===== config.mk =====
export PLATFORM = sky130hd
export DESIGN_NAME = star_pattern_matcher_top
export DESIGN_NICKNAME = d
export VERILOG_FILES = /design/src/rtl/spm_pkg.sv /design/src/rtl/spm_cell.sv /design/src/rtl/star_pattern_matcher_top.sv
export SDC_FILE = /design/constraint.sdc
export NUM_CORES = 1
export LEC_CHECK = 0
export ABC_AREA = 0
export BUFFER_PORTS_ARGS = -buffer_cell sky130_fd_sc_hd__buf_2
export CAP_MARGIN = 5
export CORE_MARGIN = 3
export CORE_UTILIZATION = 35
export DETAILED_ROUTE_END_ITERATION = 7
export SETUP_SLACK_MARGIN = 0.05
export SLEW_MARGIN = 20
export SYNTH_ARGS = -nofsm -noshare
export SYNTH_HDL_FRONTEND = slang
export SYNTH_SLANG_ARGS = --single-unit

===== constraint.sdc =====
create_clock -name i_clk -period 4.3 [get_ports i_clk]
set_input_delay 0.215 -clock i_clk [delete_from_list [all_inputs] [get_ports i_clk]]
set_output_delay 0.215 -clock i_clk [all_outputs]
set_load 0.03 [all_outputs]

===== src/rtl/spm_pkg.sv =====
`timescale 1ns / 1ps

package spm_pkg;

    localparam int MAX_TOKENS_DEF = 16;

    typedef enum logic [1:0] {
        FUNC_CLEAR  = 2'd0,
        FUNC_APPEND = 2'd1,
        FUNC_TEXT   = 2'd2,
        FUNC_END    = 2'd3
    } t_func;

    // Broadcast to every cell for the word being accepted.
    typedef struct packed {
        logic       fire;
        t_func      func;
        logic [7:0] symbol;
        logic       starred;
    } t_ctrl;

    // Handed from one cell to the next along the chain.
    typedef struct packed {
        logic valid_now;
        logic valid_nxt;
        logic carry;
    } t_link;

    // Per-cell activity, used for the reduction at the top level.
    typedef struct packed {
        logic act_now;
        logic end_now;
        logic act_nxt;
        logic end_nxt;
    } t_tap;

endpackage


===== src/rtl/spm_cell.sv =====
`timescale 1ns / 1ps

module spm_cell #(
    parameter bit IS_HEAD = 1'b0
) (
    input  logic           i_clk,
    input  logic           i_rst_n,
    input  spm_pkg::t_ctrl i_ctrl,
    input  spm_pkg::t_link i_link,
    output spm_pkg::t_link o_link,
    output spm_pkg::t_tap  o_tap
);
    import spm_pkg::*;

    logic       r_valid;
    logic       r_act;
    logic       r_star;
    logic [7:0] r_byte;

    logic n_valid;
    logic n_act;
    logic n_star;
    logic w_restart;
    logic w_target;
    logic w_hit;

    always_comb begin
        w_restart = (i_ctrl.func != FUNC_TEXT);
        // The first empty cell after the filled ones takes an appended token.
        w_target  = (i_ctrl.func == FUNC_APPEND) && i_link.valid_now && !r_valid;
        w_hit     = r_valid && r_act && (r_byte == i_ctrl.symbol);
        n_valid   = (i_ctrl.func == FUNC_CLEAR) ? 1'b0 : (r_valid | w_target);
        n_star    = w_target ? i_ctrl.starred : r_star;
        // A starred token that matches stays active; the carry from the left
        // brings both advances and star closure from earlier positions.
        n_act     = (!w_restart && w_hit && r_star) | i_link.carry;

        o_link.valid_now = r_valid;
        o_link.valid_nxt = n_valid;
        o_link.carry     = n_valid & ((n_act & n_star) | (!w_restart & w_hit & !r_star));

        o_tap.act_now = r_act;
        o_tap.end_now = i_link.valid_now & !r_valid;
        o_tap.act_nxt = n_act;
        o_tap.end_nxt = i_link.valid_nxt & !n_valid;
    end

    always_ff @(posedge i_clk) begin
        if (!i_rst_n) begin
            r_valid <= 1'b0;
            r_act   <= IS_HEAD;
        end else if (i_ctrl.fire) begin
            r_valid <= n_valid;
            r_act   <= n_act;
        end
    end

    always_ff @(posedge i_clk) begin
        if (i_ctrl.fire && w_target) begin
            r_byte <= i_ctrl.symbol;
            r_star <= i_ctrl.starred;
        end
    end

endmodule


===== src/rtl/star_pattern_matcher_top.sv =====
`timescale 1ns / 1ps

// Whole-string matcher for a pattern of literal bytes, each optionally starred
// (zero or more repeats). Send func 0 to clear the pattern, func 1 to append a
// token (symbol, starred), func 2 for each text byte and func 3 to report and
// restart the text. Every accepted word yields exactly one result word:
// matched, alive and overflow (an append past MAX_TOKENS tokens is dropped).
// The pattern lives in a chain of MAX_TOKENS cells, one per token, and a text
// byte updates all of them in the same cycle, so one word is accepted every
// clock while the output side takes results. Results are registered, and a
// two-entry output stage (output register and skid entry) lets the input take
// one more word after the output stalls.
module star_pattern_matcher_top #(
    parameter int MAX_TOKENS = spm_pkg::MAX_TOKENS_DEF
) (
    input  logic       i_clk,
    input  logic       i_rst_n,
    input  logic       i_in_valid,
    output logic       o_in_ready,
    input  logic [1:0] i_func,
    input  logic [7:0] i_symbol,
    input  logic       i_starred,
    output logic       o_out_valid,
    input  logic       i_out_ready,
    output logic       o_matched,
    output logic       o_alive,
    output logic       o_overflow
);
    import spm_pkg::*;

    t_ctrl w_ctrl;
    t_link w_link [0:MAX_TOKENS];
    t_tap  w_tap  [0:MAX_TOKENS-1];

    logic                  r_act_end;
    logic                  w_fire;
    logic                  w_matched;
    logic                  w_alive;
    logic                  w_overflow;
    logic                  w_m_now;
    logic                  w_a_now;
    logic                  w_m_nxt;
    logic                  w_a_nxt;
    logic [MAX_TOKENS-1:0] w_valid_vec;
    logic [MAX_TOKENS-1:0] w_act_hi;

    logic r_out_valid;
    logic r_matched;
    logic r_alive;
    logic r_overflow;
    logic r_sk_valid;
    logic r_sk_matched;
    logic r_sk_alive;
    logic r_sk_overflow;

    assign o_in_ready = !r_sk_valid;
    assign w_fire     = i_in_valid && o_in_ready;

    always_comb begin
        w_ctrl.fire    = w_fire;
        w_ctrl.func    = t_func'(i_func);
        w_ctrl.symbol  = i_symbol;
        w_ctrl.starred = i_starred;
    end

    assign w_link[0].valid_now = 1'b1;
    assign w_link[0].valid_nxt = 1'b1;
    assign w_link[0].carry     = (w_ctrl.func != FUNC_TEXT);

    for (genvar g = 0; g < MAX_TOKENS; g++) begin : g_cell
        spm_cell #(
            .IS_HEAD (g == 0)
        ) u_cell (
            .i_clk   (i_clk),
            .i_rst_n (i_rst_n),
            .i_ctrl  (w_ctrl),
            .i_link  (w_link[g]),
            .o_link  (w_link[g+1]),
            .o_tap   (w_tap[g])
        );
        assign w_valid_vec[g] = w_link[g+1].valid_now;
    end

    // The position past the last cell only exists as the end of a full pattern.
    always_ff @(posedge i_clk) begin
        if (!i_rst_n) begin
            r_act_end <= 1'b0;
        end else if (w_fire) begin
            r_act_end <= w_link[MAX_TOKENS].carry;
        end
    end

    always_comb begin
        w_m_now = w_link[MAX_TOKENS].valid_now & r_act_end;
        w_a_now = r_act_end;
        w_m_nxt = w_link[MAX_TOKENS].valid_nxt & w_link[MAX_TOKENS].carry;
        w_a_nxt = w_link[MAX_TOKENS].carry;
        for (int p = 0; p < MAX_TOKENS; p++) begin
            w_m_now = w_m_now | (w_tap[p].act_now & w_tap[p].end_now);
            w_a_now = w_a_now | w_tap[p].act_now;
            w_m_nxt = w_m_nxt | (w_tap[p].act_nxt & w_tap[p].end_nxt);
            w_a_nxt = w_a_nxt | w_tap[p].act_nxt;
        end
        // End of text reports the text so far, before the restart.
        w_matched  = (w_ctrl.func == FUNC_END) ? w_m_now : w_m_nxt;
        w_alive    = (w_ctrl.func == FUNC_END) ? w_a_now : w_a_nxt;
        w_overflow = (w_ctrl.func == FUNC_APPEND) && w_link[MAX_TOKENS].valid_now;
    end

    always_ff @(posedge i_clk) begin
        if (!i_rst_n) begin
            r_out_valid <= 1'b0;
            r_sk_valid  <= 1'b0;
        end else if (r_out_valid && !i_out_ready) begin
            if (w_fire) begin
                r_sk_valid <= 1'b1;
            end
        end else if (r_sk_valid) begin
            r_out_valid <= 1'b1;
            r_sk_valid  <= 1'b0;
        end else begin
            r_out_valid <= w_fire;
        end
    end

    always_ff @(posedge i_clk) begin
        if (r_out_valid && !i_out_ready) begin
            if (w_fire) begin
                r_sk_matched  <= w_matched;
                r_sk_alive    <= w_alive;
                r_sk_overflow <= w_overflow;
            end
        end else if (r_sk_valid) begin
            r_matched  <= r_sk_matched;
            r_alive    <= r_sk_alive;
            r_overflow <= r_sk_overflow;
        end else begin
            r_matched  <= w_matched;
            r_alive    <= w_alive;
            r_overflow <= w_overflow;
        end
    end

    assign o_out_valid = r_out_valid;
    assign o_matched   = r_matched;
    assign o_alive     = r_alive;
    assign o_overflow  = r_overflow;

    always_comb begin
        for (int p = 0; p < MAX_TOKENS - 1; p++) begin
            w_act_hi[p] = w_tap[p+1].act_now;
        end
        w_act_hi[MAX_TOKENS-1] = r_act_end;
    end

    // The skid entry is only ever filled behind a waiting result.
    a_skid_behind_out: assert property (@(posedge i_clk) disable iff (!i_rst_n)
        r_sk_valid |-> r_out_valid)
        else $error("skid entry valid while output register is empty");

    // Filled token cells form an unbroken run from the head of the chain.
    a_valid_contiguous: assert property (@(posedge i_clk) disable iff (!i_rst_n)
        ((w_valid_vec >> 1) & ~w_valid_vec) == '0)
        else $error("token cells are not filled contiguously");

    // No position beyond the end of the loaded pattern is ever active.
    a_act_in_range: assert property (@(posedge i_clk) disable iff (!i_rst_n)
        (w_act_hi & ~w_valid_vec) == '0)
        else $error("active position beyond the loaded pattern");

    a_clear_empties: assert property (@(posedge i_clk) disable iff (!i_rst_n)
        (w_fire && w_ctrl.func == FUNC_CLEAR) |=> (w_valid_vec == '0))
        else $error("token cells still filled after a clear");

endmodule

==> results.yml <==
run_status:
  outcome: "finished, final reports clean"
detailed_routing:
  drt_iter0_markers: 795
  drc_errors: 0
  m1WireLength_um: 13300
  top_layer_used: "met4"
  via_per_inst: 5.55
  firstDrtPassIters: 6
  via_count: 7175
  dr_wl_met2_um: 11900
  wl_per_cell_um: 21.4
  antenna_left: 0
  wl_um: 27600
  wl_met3_um: 1630
worst_setup_path:
  reg2regPathDepth: 10
  r2r_slack_ns: 0.53
  critPathTopFamily: "compound AO/OA/AOI/OAI gates"
  end_kind: "flop"
  cp.depth: 10
  cp.buffers_inverters: 0
  critPathMaxFanout: 9
  worstPathRequired_ns: 4.48
  slowest_delay_ns: 0.62
  r2r-start: "g_cell[0].u_cell.r_valid$_SDFFE_PN0P_"
  critPathKind: "reg -> reg"
  crit_arrival_ns: 3.96
  cp_cell_sequence: "nor3b_1 -> o21ai_0 -> nor2_1 -> nor4_2 -> nor3_1 -> nor3_2 -> o31ai_1 -> a2111oi_0 -> o221ai_1 -> o31a_1"
  rr_endpoint: "o_matched$_DFFE_PN_"
  slowest_stage: "nor4_2"
  startpoint_type: "flop"
synthesis:
  yosys_register_bits: 185
  synth-simple-area-share: 0.192
  synthAdderAreaFrac: 0
  synth_top_family_by_area: "simple AND/OR/NAND/NOR gates"
  yosys.cell_types.count: 83
  synth_xor_area_frac: 0.119
  ys.flop_type: "edfxtp_1"
  syn_inst: 885
  yosysSeqAreaShare: 0.537
  yosysWarningCount: 0
  synth_edf_count: 150
  syn_area_sq_mm: 0.00970
  syn-num-nets: 900
  postSynth.asyncResetShare: 0
  avgSynthCellArea_sq_um: 11.0
  synthMuxAreaShare: 0.00748
  synth_compound_area_frac: 0.119
sta:
  skew_ns: 0.0145
  slew_viol_final: 0
  setup_viol: 0
  hold_viol: 0
  max_freq_mhz: 265
  final.min_clock_period_ns: 3.77
  fin_tns_setup_ns: 0
  rsz0062_at_grt: "false"
  worst_pin_slew_ns: 0.879
  hold_ws_ns: 0.0295
  setup_slack_ns: 0.526
  period_share: 0.878
  slew_headroom: 0.408
cells_and_area:
  antennaDiodeCount: 0
  final_cell_mix: "edfxtp_1 (150), nor2_1 (71), xor2_1 (67)"
  register_area_sq_mm: 0.00520
  syn2layout_area_growth_pct: 12.9
  multi_input_area_sq_mm: 0.00424
  nFillCells: 2577
  layout.nets: 922
  drive_gt1_frac: 0.117
  layout_commonest_cell: "edfxtp_1"
hold_path:
  hold_end: "g_cell[0].u_cell.r_act$_SDFFE_PN1P_"
  min_from: "i_rst_n"
  holdPathStages: 2
  min_path_type: "in -> reg"
floorplan:
  core_area_sq_mm: 0.0271
  row_count: 60
  initial_core_util: 0.358
  dieArea_sq_mm: 0.0297
  dieWidth_um: 172
  die_height_um: 172
  io_pins: 20
clock_tree:
  cts_buffers: 17
  cts.htree.levels: 4
  clkTransAtPathRegs_ns: 0.08
  cts.sinks: 185
  cts-resized-gates: 0
  hold_buffers: 0
  cts_tree: "done"
  clkLatencyLatePin_ns: 0.44
  clockBufferDepth: 2
  cts_root_buf: "clkbuf_16"
  post_cts_buffers: 0
global_routing:
  grt_max_degree: 33
  grt_overflow: 0
  grt_pass1_wl_um: 42300
  antenna_found_initial: 0
  grt_usage: 0.188
  first_global_vias: 6788
job:
  maxCapViolCount: 0
pwr:
  design_power_total_uw: 3840
  peakVddDrop_uv: 255
  pwr_density_cell_mw_per_mm2: 351
  power.leakage_uw: 0.00354
place:
  gp_congestion: 1.01
  io_buffers: 19
  hpwl_um: 20300
  pre_cts_ws_ns: 0.399
[power breakdown]
| group | total, uW | switching (uW) | internal, uW |
|---|---|---|---|
| Sequential | 1960 | 13.9 | 1940 |
| Clock | 1620 | 780 | 837 |
| Combinational | 267 | 177 | 89.8 |
[area by class of cell]
type | instances | share of cell area
Clock buffer | 17 | 0.0388
Clock inverter | 15 | 0.0167
Inverter | 9 | 0.00308
Multi-Input combinational cell | 641 | 0.387
Sequential cell | 185 | 0.475
Tap cell | 372 | 0.0425
Timing Repair Buffer | 53 | 0.0365
[how the worst max path moves through the flow]
stage	to	slack, ns	from
after floorplan	o_alive$_DFFE_PN_	1.23	g_cell[2].u_cell.r_byte[0]$_DFFE_PP_
after global placement	o_matched$_DFFE_PN_	0.46	i_func[1]
after detailed placement	o_matched$_DFFE_PN_	0.40	i_func[1]
after CTS	o_alive$_DFFE_PN_	0.60	g_cell[2].u_cell.r_valid$_SDFFE_PN0P_
after global routing	o_matched$_DFFE_PN_	0.38	g_cell[0].u_cell.r_valid$_SDFFE_PN0P_
final	o_matched$_DFFE_PN_	0.53	g_cell[0].u_cell.r_valid$_SDFFE_PN0P_
[cell families (layout without fill, tap and decap cells)]
group,Yosys count,after routing
compound gates,163,163
xor+xnor,132,132
buf+inv,59,94
flops,185,185
mux,7,7
simple gates,339,339
[metrics by stage]
stage | cell area [sq um] | cells | util
after floorplan | 9700 | 885 | -
after global placement | 10300 | 1260 | 0.382
after detailed placement | 10300 | 1260 | 0.382
after CTS | 11000 | 1292 | 0.404
after global routing | 11000 | 1292 | 0.404
final | 11000 | 1292 | 0.404
[flip-flops by register name, indices dropped and copies added, names as in the netlist]
name / cells
r_act_end: 1
o_out_valid: 1
o_matched: 1
o_overflow: 1
r_sk_matched: 1
o_alive: 1
g_cell.u_cell.r_valid: 16
g_cell.u_cell.r_star: 16
g_cell.u_cell.r_byte: 128
g_cell.u_cell.r_act: 16
r_sk_overflow: 1
r_sk_alive: 1
r_sk_valid: 1
[synthesized netlist by cell type, types with 3 or more instances]
cell type,n,share of area
a211oi_1,8,0.0062
a21boi_0,3,0.0023
a21o_1,8,0.0062
a21oi_1,48,0.025
a221oi_1,3,0.0027
a22oi_1,9,0.0070
a31oi_1,5,0.0032
a32o_1,3,0.0031
a32oi_1,7,0.0063
a41oi_1,3,0.0027
and2_1,5,0.0032
and3_1,15,0.0097
and4_1,3,0.0027
buf_2,18,0.0093
clkbuf_1,28,0.011
dfxtp_1,35,0.072
edfxtp_1,150,0.46
inv_1,9,0.0035
mux2i_1,5,0.0052
nand2_1,60,0.023
nand2b_1,14,0.0090
nand3_1,21,0.011
nand4_1,24,0.015
nand4b_1,9,0.0081
nor2_1,71,0.027
nor2b_1,17,0.011
nor3_1,29,0.015
nor3b_1,4,0.0031
nor4_1,25,0.016
nor4b_1,3,0.0027
nor4bb_1,5,0.0052
o21a_1,4,0.0031
o21ai_0,11,0.0057
o21ai_1,5,0.0026
o21bai_1,3,0.0023
o221ai_1,4,0.0036
o31ai_1,7,0.0054
or2_2,5,0.0032
or3_1,5,0.0032
or4_1,7,0.0054
xnor2_1,65,0.059
xor2_1,67,0.060
[layer usage]
| layer | GRT usage | vias to the layer above |
|---|---|---|
| met3 | 0.0279 | 50 |
| met2 | 0.276 | 298 |
| li1 | - | 3365 |
| met1 | 0.285 | 3462 |
| met4 | 0.0618 | 0 |
| met5 | 0 | - |
(Power assumes the default switching activity.)
